<file path="config.mk">
export PLATFORM = sky130hd
export DESIGN_NAME = baro_pressure_temp_compensation_core
export DESIGN_NICKNAME = d
export VERILOG_FILES = /design/src/rtl/bptc_pkg.sv /design/src/rtl/bptc_cfg_regs.sv /design/src/rtl/bptc_ctrl.sv /design/src/rtl/bptc_datapath.sv /design/src/rtl/baro_pressure_temp_compensation_core.sv
export SDC_FILE = /design/constraint.sdc
export NUM_CORES = 2
export LEC_CHECK = 0
export BUFFER_PORTS_ARGS = -buffer_cell sky130_fd_sc_hd__buf_2
export CORE_MARGIN = 2
export CORE_UTILIZATION = 65
export CTS_CLUSTER_SIZE = 10
export DETAILED_ROUTE_END_ITERATION = 16
export MAX_ROUTING_LAYER = met4
export PLACE_DENSITY_LB_ADDON = 0.08
export SKIP_CTS_REPAIR_TIMING = 1
export SLEW_MARGIN = 20
export SYNTH_ARGS = -nofsm -noshare
export SYNTH_HDL_FRONTEND = slang
export SYNTH_SLANG_ARGS = --single-unit
</file>
<file path="constraint.sdc">
create_clock -name i_clk -period 27.9 [get_ports i_clk]
set_clock_uncertainty 0.15 [all_clocks]
set_input_delay 2.79 -clock i_clk [delete_from_list [all_inputs] [get_ports i_clk]]
set_output_delay 2.79 -clock i_clk [all_outputs]
set_load 0.01 [all_outputs]
</file>
<file path="src/rtl/bptc_pkg.sv">
// Shared types, codes and helpers for the barometer compensation core.
// Used by the register block, controller, datapath and top level.
// No dependencies.
package bptc_pkg;

    // Sample kind codes on the input and result channels.
    localparam logic OP_TEMP  = 1'b0;
    localparam logic OP_PRESS = 1'b1;

    // Calibration register indexes (byte address = 4 * index).
    localparam logic [2:0] REG_C1 = 3'd0;
    localparam logic [2:0] REG_C2 = 3'd1;
    localparam logic [2:0] REG_C3 = 3'd2;
    localparam logic [2:0] REG_C4 = 3'd3;
    localparam logic [2:0] REG_C5 = 3'd4;
    localparam logic [2:0] REG_C6 = 3'd5;

    localparam int ADDR_W = 5;
    localparam int DATA_W = 32;

    typedef struct packed {
        logic [15:0] c1;
        logic [15:0] c2;
        logic [15:0] c3;
        logic [15:0] c4;
        logic [15:0] c5;
        logic [15:0] c6;
    } t_cal_words;

    typedef enum logic [4:0] {
        ST_IDLE,
        ST_T_DT,
        ST_T_MUL1,
        ST_T_TEMP,
        ST_T_MUL2,
        ST_T_FIN,
        ST_P_MUL_OFF,
        ST_P_OFF,
        ST_P_MUL_SENS,
        ST_P_SENS,
        ST_P_MUL_D,
        ST_P_SCALE1,
        ST_P_CORR1,
        ST_P_MUL_E,
        ST_P_SCALE2,
        ST_P_CORR2,
        ST_P_MUL_LO,
        ST_P_ACC_LO,
        ST_P_MUL_HI,
        ST_P_ACC_HI,
        ST_P_SUB,
        ST_P_FIN
    } t_state;

    typedef enum logic [4:0] {
        DP_NOP,
        DP_T_DT,
        DP_T_MUL1,
        DP_T_TEMP,
        DP_T_MUL2,
        DP_T_FIN,
        DP_P_MUL_OFF,
        DP_P_OFF,
        DP_P_MUL_SENS,
        DP_P_SENS,
        DP_P_MUL_D,
        DP_P_SCALE1,
        DP_P_CORR1,
        DP_P_MUL_E,
        DP_P_SCALE2,
        DP_P_CORR2,
        DP_P_MUL_LO,
        DP_P_ACC_LO,
        DP_P_MUL_HI,
        DP_P_ACC_HI,
        DP_P_SUB,
        DP_P_FIN
    } t_dp_op;

    typedef struct packed {
        t_dp_op op;
        logic   load_in;
        logic   load_out;
    } t_dp_cmd;

    typedef struct packed {
        logic out_free;
    } t_dp_status;

    // Clamp a wide signed value to the 24-bit signed result range.
    function automatic logic [23:0] sat_value(input logic signed [63:0] v);
        logic [23:0] res;
        if (v > 64'sd8388607) begin
            res = 24'h7FFFFF;
        end else if (v < -64'sd8388608) begin
            res = 24'h800000;
        end else begin
            res = v[23:0];
        end
        return res;
    endfunction

endpackage

</file>
<file path="src/rtl/bptc_cfg_regs.sv">
// APB-style calibration register file: six 16-bit factory words.
// Depends on bptc_pkg for register indexes and the calibration struct.
module bptc_cfg_regs (
    input  logic                     i_clk,
    input  logic                     i_rst_n,
    input  logic                     i_psel,
    input  logic                     i_penable,
    input  logic                     i_pwrite,
    input  logic [4:0]               i_paddr,
    input  logic [31:0]              i_pwdata,
    output logic [31:0]              o_prdata,
    output logic                     o_pready,
    output bptc_pkg::t_cal_words     o_cal
);
    import bptc_pkg::*;

    t_cal_words r_cal;
    logic [2:0] w_idx;
    logic       w_wr;
    logic [15:0] w_rd_word;

    assign w_idx    = i_paddr[4:2];
    assign w_wr     = i_psel && i_penable && i_pwrite;
    assign o_pready = 1'b1;
    assign o_cal    = r_cal;

    always_ff @(posedge i_clk) begin
        if (!i_rst_n) begin
            r_cal <= '0;
        end else if (w_wr) begin
            case (w_idx)
                REG_C1: r_cal.c1 <= i_pwdata[15:0];
                REG_C2: r_cal.c2 <= i_pwdata[15:0];
                REG_C3: r_cal.c3 <= i_pwdata[15:0];
                REG_C4: r_cal.c4 <= i_pwdata[15:0];
                REG_C5: r_cal.c5 <= i_pwdata[15:0];
                REG_C6: r_cal.c6 <= i_pwdata[15:0];
                default: ;
            endcase
        end
    end

    always_comb begin
        case (w_idx)
            REG_C1:  w_rd_word = r_cal.c1;
            REG_C2:  w_rd_word = r_cal.c2;
            REG_C3:  w_rd_word = r_cal.c3;
            REG_C4:  w_rd_word = r_cal.c4;
            REG_C5:  w_rd_word = r_cal.c5;
            REG_C6:  w_rd_word = r_cal.c6;
            default: w_rd_word = 16'h0000;
        endcase
    end

    assign o_prdata = {16'h0000, w_rd_word};

endmodule

</file>
<file path="src/rtl/bptc_ctrl.sv">
// Sequencer for the compensation core: steps the datapath through the
// temperature or pressure schedule. Depends on bptc_pkg for states and commands.
module bptc_ctrl (
    input  logic                 i_clk,
    input  logic                 i_rst_n,
    input  logic                 i_valid,
    input  logic                 i_operation,
    output logic                 o_ready,
    input  bptc_pkg::t_dp_status i_status,
    output bptc_pkg::t_dp_cmd    o_cmd
);
    import bptc_pkg::*;

    t_state r_state;
    t_state n_state;

    always_ff @(posedge i_clk) begin
        if (!i_rst_n) begin
            r_state <= ST_IDLE;
        end else begin
            r_state <= n_state;
        end
    end

    always_comb begin
        n_state = r_state;
        case (r_state)
            ST_IDLE: begin
                if (i_valid) begin
                    n_state = (i_operation == OP_TEMP) ? ST_T_DT : ST_P_MUL_OFF;
                end
            end
            ST_T_DT:       n_state = ST_T_MUL1;
            ST_T_MUL1:     n_state = ST_T_TEMP;
            ST_T_TEMP:     n_state = ST_T_MUL2;
            ST_T_MUL2:     n_state = ST_T_FIN;
            ST_T_FIN: begin
                if (i_status.out_free) begin
                    n_state = ST_IDLE;
                end
            end
            ST_P_MUL_OFF:  n_state = ST_P_OFF;
            ST_P_OFF:      n_state = ST_P_MUL_SENS;
            ST_P_MUL_SENS: n_state = ST_P_SENS;
            ST_P_SENS:     n_state = ST_P_MUL_D;
            ST_P_MUL_D:    n_state = ST_P_SCALE1;
            ST_P_SCALE1:   n_state = ST_P_CORR1;
            ST_P_CORR1:    n_state = ST_P_MUL_E;
            ST_P_MUL_E:    n_state = ST_P_SCALE2;
            ST_P_SCALE2:   n_state = ST_P_CORR2;
            ST_P_CORR2:    n_state = ST_P_MUL_LO;
            ST_P_MUL_LO:   n_state = ST_P_ACC_LO;
            ST_P_ACC_LO:   n_state = ST_P_MUL_HI;
            ST_P_MUL_HI:   n_state = ST_P_ACC_HI;
            ST_P_ACC_HI:   n_state = ST_P_SUB;
            ST_P_SUB:      n_state = ST_P_FIN;
            ST_P_FIN: begin
                if (i_status.out_free) begin
                    n_state = ST_IDLE;
                end
            end
            default:       n_state = ST_IDLE;
        endcase
    end

    always_comb begin
        o_cmd          = '0;
        o_cmd.op       = DP_NOP;
        o_ready        = 1'b0;
        case (r_state)
            ST_IDLE: begin
                o_ready       = 1'b1;
                o_cmd.load_in = i_valid;
            end
            ST_T_DT:       o_cmd.op = DP_T_DT;
            ST_T_MUL1:     o_cmd.op = DP_T_MUL1;
            ST_T_TEMP:     o_cmd.op = DP_T_TEMP;
            ST_T_MUL2:     o_cmd.op = DP_T_MUL2;
            ST_T_FIN: begin
                o_cmd.op       = DP_T_FIN;
                o_cmd.load_out = i_status.out_free;
            end
            ST_P_MUL_OFF:  o_cmd.op = DP_P_MUL_OFF;
            ST_P_OFF:      o_cmd.op = DP_P_OFF;
            ST_P_MUL_SENS: o_cmd.op = DP_P_MUL_SENS;
            ST_P_SENS:     o_cmd.op = DP_P_SENS;
            ST_P_MUL_D:    o_cmd.op = DP_P_MUL_D;
            ST_P_SCALE1:   o_cmd.op = DP_P_SCALE1;
            ST_P_CORR1:    o_cmd.op = DP_P_CORR1;
            ST_P_MUL_E:    o_cmd.op = DP_P_MUL_E;
            ST_P_SCALE2:   o_cmd.op = DP_P_SCALE2;
            ST_P_CORR2:    o_cmd.op = DP_P_CORR2;
            ST_P_MUL_LO:   o_cmd.op = DP_P_MUL_LO;
            ST_P_ACC_LO:   o_cmd.op = DP_P_ACC_LO;
            ST_P_MUL_HI:   o_cmd.op = DP_P_MUL_HI;
            ST_P_ACC_HI:   o_cmd.op = DP_P_ACC_HI;
            ST_P_SUB:      o_cmd.op = DP_P_SUB;
            ST_P_FIN: begin
                o_cmd.op       = DP_P_FIN;
                o_cmd.load_out = i_status.out_free;
            end
            default:       o_cmd.op = DP_NOP;
        endcase
    end

endmodule

</file>
<file path="src/rtl/bptc_datapath.sv">
// Compensation datapath: one shared 27x27 signed multiplier, working
// registers, stored dT/TEMP and the result register. Depends on bptc_pkg.
module bptc_datapath (
    input  logic                  i_clk,
    input  logic                  i_rst_n,
    input  bptc_pkg::t_dp_cmd     i_cmd,
    input  logic [23:0]           i_raw_adc,
    input  bptc_pkg::t_cal_words  i_cal,
    input  logic                  i_ready,
    output bptc_pkg::t_dp_status  o_status,
    output logic                  o_valid,
    output logic                  o_result_kind,
    output logic [23:0]           o_value
);
    import bptc_pkg::*;

    logic [23:0]        r_raw;
    logic signed [25:0] r_dt;
    logic signed [18:0] r_temp;
    logic signed [53:0] r_prod;
    logic signed [41:0] r_off;
    logic signed [41:0] r_sens;
    logic signed [41:0] r_sq5;
    logic signed [41:0] r_sq11;
    logic signed [63:0] r_acc;
    logic               r_out_valid;
    logic               r_out_kind;
    logic [23:0]        r_out_value;

    logic signed [26:0] w_mul_a;
    logic signed [26:0] w_mul_b;
    logic signed [53:0] w_mul_p;
    logic               w_mul_en;
    logic signed [19:0] w_d;
    logic signed [19:0] w_e;
    logic               w_temp_low;
    logic               w_very_low;
    logic signed [19:0] w_temp20;
    logic signed [20:0] w_tcorr;
    logic signed [20:0] w_tres;
    logic [23:0]        w_result;

    assign w_d        = $signed({r_temp[18], r_temp}) - 20'sd2000;
    assign w_e        = $signed({r_temp[18], r_temp}) + 20'sd1500;
    assign w_temp_low = (r_temp < 19'sd2000);
    assign w_very_low = (r_temp < -19'sd1500);

    // Operand selection for the shared multiplier.
    always_comb begin
        w_mul_a  = '0;
        w_mul_b  = '0;
        w_mul_en = 1'b1;
        case (i_cmd.op)
            DP_T_MUL1: begin
                w_mul_a = 27'(r_dt);
                w_mul_b = $signed({11'b0, i_cal.c6});
            end
            DP_T_MUL2: begin
                w_mul_a = 27'(r_dt);
                w_mul_b = 27'(r_dt);
            end
            DP_P_MUL_OFF: begin
                w_mul_a = 27'(r_dt);
                w_mul_b = $signed({11'b0, i_cal.c4});
            end
            DP_P_MUL_SENS: begin
                w_mul_a = 27'(r_dt);
                w_mul_b = $signed({11'b0, i_cal.c3});
            end
            DP_P_MUL_D: begin
                w_mul_a = 27'(w_d);
                w_mul_b = 27'(w_d);
            end
            DP_P_MUL_E: begin
                w_mul_a = 27'(w_e);
                w_mul_b = 27'(w_e);
            end
            // SENS times the sample is split into a low unsigned slice and
            // a signed high slice, recombined in the accumulator.
            DP_P_MUL_LO: begin
                w_mul_a = $signed({3'b0, r_raw});
                w_mul_b = $signed({1'b0, r_sens[25:0]});
            end
            DP_P_MUL_HI: begin
                w_mul_a = $signed({3'b0, r_raw});
                w_mul_b = 27'($signed(r_sens[41:26]));
            end
            default: begin
                w_mul_en = 1'b0;
            end
        endcase
    end

    assign w_mul_p  = w_mul_a * w_mul_b;
    assign w_temp20 = 20'sd2000 + $signed(r_prod[42:23]);
    assign w_tcorr  = $signed({2'b00, r_prod[49:31]});
    assign w_tres   = 21'(r_temp) - (w_temp_low ? w_tcorr : 21'sd0);

    always_comb begin
        if (i_cmd.op == DP_T_FIN) begin
            w_result = sat_value(64'(w_tres));
        end else begin
            w_result = sat_value(r_acc >>> 15);
        end
    end

    // Control and persistent state.
    always_ff @(posedge i_clk) begin
        if (!i_rst_n) begin
            r_dt        <= '0;
            r_temp      <= '0;
            r_out_valid <= 1'b0;
        end else begin
            if (i_cmd.op == DP_T_DT) begin
                r_dt <= $signed({2'b00, r_raw}) - $signed({2'b00, i_cal.c5, 8'h00});
            end
            if (i_cmd.op == DP_T_TEMP) begin
                r_temp <= $signed(w_temp20[18:0]);
            end
            if (i_cmd.load_out) begin
                r_out_valid <= 1'b1;
            end else if (i_ready) begin
                r_out_valid <= 1'b0;
            end
        end
    end

    // Working registers.
    always_ff @(posedge i_clk) begin
        if (i_cmd.load_in) begin
            r_raw <= i_raw_adc;
        end
        if (w_mul_en) begin
            r_prod <= w_mul_p;
        end
        case (i_cmd.op)
            DP_P_OFF: begin
                r_off <= $signed({10'b0, i_cal.c2, 16'h0000}) + $signed(r_prod[48:7]);
            end
            DP_P_SENS: begin
                r_sens <= $signed({11'b0, i_cal.c1, 15'h0000}) + $signed(r_prod[49:8]);
            end
            DP_P_SCALE1: begin
                r_sq5 <= $signed({r_prod[39:0], 2'b00}) + $signed(r_prod[41:0]);
            end
            DP_P_CORR1: begin
                if (w_temp_low) begin
                    r_off  <= r_off - (r_sq5 >>> 1);
                    r_sens <= r_sens - (r_sq5 >>> 2);
                end
            end
            DP_P_SCALE2: begin
                r_sq5  <= $signed({r_prod[38:0], 3'b000}) - $signed(r_prod[41:0]);
                r_sq11 <= $signed({r_prod[38:0], 3'b000}) + $signed({r_prod[40:0], 1'b0})
                          + $signed(r_prod[41:0]);
            end
            DP_P_CORR2: begin
                if (w_very_low) begin
                    r_off  <= r_off - r_sq5;
                    r_sens <= r_sens - (r_sq11 >>> 1);
                end
            end
            DP_P_ACC_LO: begin
                r_acc <= 64'(r_prod);
            end
            DP_P_ACC_HI: begin
                r_acc <= r_acc + $signed({r_prod[37:0], 26'h0000000});
            end
            DP_P_SUB: begin
                r_acc <= (r_acc >>> 21) - 64'(r_off);
            end
            default: ;
        endcase
        if (i_cmd.load_out) begin
            r_out_kind  <= (i_cmd.op == DP_T_FIN) ? OP_TEMP : OP_PRESS;
            r_out_value <= w_result;
        end
    end

    assign o_status.out_free = !r_out_valid || i_ready;
    assign o_valid           = r_out_valid;
    assign o_result_kind     = r_out_kind;
    assign o_value           = r_out_value;

endmodule

</file>
<file path="src/rtl/baro_pressure_temp_compensation_core.sv">
// Barometer compensation core: raw 24-bit conversions in, compensated
// temperature (0.01 C) or pressure (Pa) out, one result per transaction.
//
// Input channel (i_valid/o_ready): i_operation selects a temperature (0) or
// pressure (1) sample, i_raw_adc carries the raw conversion. A temperature
// transaction updates the stored dT and first-order temperature; a pressure
// transaction uses the values stored by the last temperature transaction.
// Output channel (o_valid/i_ready): o_result_kind echoes the sample kind and
// o_value is the signed, saturated result.
// A temperature or pressure result is registered at the end of its own
// schedule through the single shared 27x27 multiplier. One item is in work
// at a time; o_ready returns the cycle after the result is loaded, so a new
// item is taken only once the last result is in the output register.
// The output register lets a new item start while a result waits;
// if the receiver stalls, the finished item holds in its last step.
// Reset (synchronous, active low) clears calibration words, stored dT and
// temperature, and the output valid. The user must write calibration over the
// APB port, byte addresses 0..20, only while the core is idle (not enforced).
module baro_pressure_temp_compensation_core (
    input  logic        i_clk,
    input  logic        i_rst_n,
    input  logic        psel,
    input  logic        penable,
    input  logic        pwrite,
    input  logic [4:0]  paddr,
    input  logic [31:0] pwdata,
    output logic [31:0] prdata,
    output logic        pready,
    input  logic        i_valid,
    output logic        o_ready,
    input  logic        i_operation,
    input  logic [23:0] i_raw_adc,
    output logic        o_valid,
    input  logic        i_ready,
    output logic        o_result_kind,
    output logic [23:0] o_value
);
    import bptc_pkg::*;

    t_cal_words w_cal;
    t_dp_cmd    w_cmd;
    t_dp_status w_status;

    bptc_cfg_regs u_cfg (
        .i_clk     (i_clk),
        .i_rst_n   (i_rst_n),
        .i_psel    (psel),
        .i_penable (penable),
        .i_pwrite  (pwrite),
        .i_paddr   (paddr),
        .i_pwdata  (pwdata),
        .o_prdata  (prdata),
        .o_pready  (pready),
        .o_cal     (w_cal)
    );

    bptc_ctrl u_ctrl (
        .i_clk       (i_clk),
        .i_rst_n     (i_rst_n),
        .i_valid     (i_valid),
        .i_operation (i_operation),
        .o_ready     (o_ready),
        .i_status    (w_status),
        .o_cmd       (w_cmd)
    );

    bptc_datapath u_dp (
        .i_clk         (i_clk),
        .i_rst_n       (i_rst_n),
        .i_cmd         (w_cmd),
        .i_raw_adc     (i_raw_adc),
        .i_cal         (w_cal),
        .i_ready       (i_ready),
        .o_status      (w_status),
        .o_valid       (o_valid),
        .o_result_kind (o_result_kind),
        .o_value       (o_value)
    );

endmodule

</file>
==> results.cfg <==
[logic_synthesis]
syn_avg_cell_area_um2 = 8.70
synth_edf_count = 319
synth_area_leaders = fa_1, edfxtp_1, ha_1
synthFlopType = edfxtp_1
synth_seq_cells = 465
synth-async-reset-ratio_pct = 0
synth.top_cell.area_share_pct = 24.2
synthesis.area_um2 = 63600
synth_cell_types = 91
yosys_warnings = 0
synthCells = 7315
seq_area_frac_synth_pct = 19.7
synth_area_leader_cell = fa_1

[cells_and_area]
final_layout_size_suffix_gt1_share_pct = 5.14
fin_cells = 8617
area_growth_pct = 5.99
nNetsFinal = 8642

[floorplanning]
coreArea_um2 = 96900
die_y_um = 317
initial_utilization_pct = 65.7
row_count = 114
num_io_pins = 129
die_w_um = 317
die-area_um2 = 100000

[flow_run]
maxCapViolCount = 0

[clock_tree]
cts_max_level = 2
clock_sinks = 465
cts_tree = built
numCtsBuffers = 57
clk_path_buf_depth = 3
clkTransAtPathRegs_ns = 0.06
root_buffer = clkbuf_16
insertion_delay_ns = 0.69

[detailed_routing]
wl_per_cell_um = 26.0
drtPass1Iterations = 7
viasPerCell = 6.48
wl_um = 224000
vias = 55900
postRouteAntennaNets = 0
drc = 0
initialDrtViolationCount = 7157

[sta]
worst_slew_pin_slew_ns = 1.25
finalCritPeriodShare_pct = 39.8
grt_setup_unrepaired = no
maxSlewViolCount = 0
min_period_ns = 11.10
max_freq_ghz = 0.0901
finalHoldViolCount = 0
slew_headroom_pct = 17.0
fin_setup_tns_ns = 0
setup_viol = 0

[place]
portBuffers = 93
gp_congestion = 1.07
dp_cells = 8508
dp.final_hpwl_um = 178000

[setup_path]
reg2reg_depth = 29
cpMostUsedCell = inv_1
crit_arrival_ns = 11.37
rr_endpoint = u_dp.r_prod[52]
crit_path_top_delay_cell = fa_1
reg2reg_setup_slack_ns = 16.80
cp_max_fo = 23
rr_startpoint = u_ctrl.r_state[0]
cp.buffers_inverters = 8
critPathMaxStageDelay_ns = 0.78
cp-end-kind = flop
start_kind = flop
crit_family = adder cells
crit_required_ns = 28.17
worstSetupPathType = flop to flop

[global_routing]
grt_start_max_net_pins = 90
grt_pass1_wl_um = 332000
antenna_found_initial = 10
grt_overflow = 0
grt_usage_pct = 46.1
grt_pass1_vias = 53300

[pwr]
power_leakage_nw = 31.2
power_density_nw_per_um2 = 81.7
vdd_ir_drop_max_mv = 0.181

[outcome]
status = completed

[worst_hold_path]
holdPathEnd = u_cfg.o_cal[8]
min-delay-start = u_cfg.o_cal[8]
holdPathStages = 2
hold_class = flop to flop
[power by group]
| group | internal [mW] | leakage (nW) | switching (mW) |
|---|---|---|---|
| combinational | 1.35 | 26.2 | 2.23 |
| sequential | 0.982 | 4.11 | 0.203 |
| clock | 0.425 | 0.873 | 0.319 |
[cell type report]
cell class / count / area [µm²]
timing repair buffer: 218 / 1410
inverter: 1042 / 3910
clock inverter: 12 / 164
tap: 1276 / 1600
clock buffer: 84 / 1620
fill: 7675 / 29400
multi-input combinational: 5509 / 46200
sequential: 465 / 12500
antenna: 11 / 27.5
[Yosys cell counts, drive strengths merged (29+ instances only)]
library cell  count
inv            1041
nand2           964
fa              770
a21oi           517
ha              510
nor2            470
o21ai           323
edfxtp          319
clkbuf          274
a21o            229
xnor2           217
xor2            153
dfxtp           146
nand3           114
nor2b           101
a22oi            97
a21boi           85
and2             76
nor3             74
nand2b           62
and3             57
o21bai           51
a31oi            48
a221oi           46
o21a             45
a221o            43
a211oi           42
buf              40
nand4            37
o31ai            35
o211ai           29
[worst max-delay path by stage]
stage / start / end / cells past startpoint
after floorplan: u_dp.r_temp[4] / u_dp.r_off[0] / 9
after global placement: u_ctrl.r_state[0] / u_dp.r_prod[46] / 28
after detailed placement: u_ctrl.r_state[0] / u_dp.r_prod[46] / 28
after CTS: u_ctrl.r_state[0] / u_dp.r_prod[46] / 28
after global routing: u_ctrl.r_state[0] / u_dp.r_prod[52] / 29
final: u_ctrl.r_state[0] / u_dp.r_prod[52] / 29
[through the flow]
step / power [mW] / hold WS, ns / util (%) / instance area, µm² / worst slack [ns]
final: 5.51 / 0.319 / 69.6 / 67400 / 16.80
after global routing: 5.83 / 0.345 / 69.6 / 67400 / 16.41
after CTS: 5.38 / 0.320 / 69.5 / 67400 / 16.63
after detailed placement: 4.62 / 0.314 / 67.7 / 65600 / 16.65
after global placement: 4.53 / 0.292 / 67.7 / 65500 / 16.80
after floorplan: 3.58 / 0.286 / - / 63700 / 18.86
[cell usage in the layout, fill, tap and decap left out, types with 72 or more instances in the layout]
master,netlist,routed
buf_2,16,94
a22oi_1,97,97
buf_4,17,121
xor2_1,153,153
o21ai_0,222,222
dfxtp_1,146,146
edfxtp_1,319,319
ha_1,510,509
nor2_1,470,463
fa_1,770,770
xnor2_1,217,217
a21o_1,229,229
nor2b_1,101,101
and2_1,72,72
o21ai_1,101,100
a21oi_1,516,514
inv_1,1036,1036
nand2_1,964,964
nand3_1,114,113
[worst register-to-register path, delay by kind of cell, from the launching register on]
| family | cells | cell delay [ns] |
|---|---|---|
| buf+inv | 8 | 1.19 |
| xor+xnor | 1 | 0.16 |
| simple gates | 6 | 2.16 |
| compound gates | 6 | 2.13 |
| fa+ha+maj | 8 | 4.51 |
| flops | 1 | 0.55 |
[flip-flops by register name, summed over array words and instances (netlist names)]
signal and flops:
u_dp.r_prod 54, u_dp.r_sq11 41, u_dp.r_off 42, u_dp.o_valid 1
u_dp.r_temp 19, u_dp.r_raw 24, u_cfg.o_cal 96, u_dp.r_sq5 42
u_dp.o_value 24, u_dp.r_acc 49, u_dp.o_result_kind 1, u_dp.r_sens 42
u_dp.r_dt 25, u_ctrl.r_state 5
[layer usage]
| metal | wire length (µm) | vias to the layer above | GRT usage, % |
|---|---|---|---|
| met3 | 31600 | 714 | 13.2 |
| met4 | 14700 | 0 | 24.3 |
| met5 | 0 | - | - |
| met1 | 85300 | 27100 | 61.1 |
| met2 | 92200 | 3591 | 64.0 |
| li1 | - | 24500 | - |
[cell families (layout without fill, tap and decap cells)]
kind of cell	count (synthesis)	count (layout)	share of synthesized area (%)
AND/OR/NAND/NOR	2070	2070	14.5
AO/OA/AOI/OAI	1744	1744	17.8
buffers and inverters	1356	1356	8.13
adder cells (fa/ha/maj)	1280	1280	34.3
flip-flops	465	465	19.7
XOR/XNOR	370	370	5.09
multiplexers	28	28	0.464
other	2	28	0.0118
(Power assumes the default switching activity.)
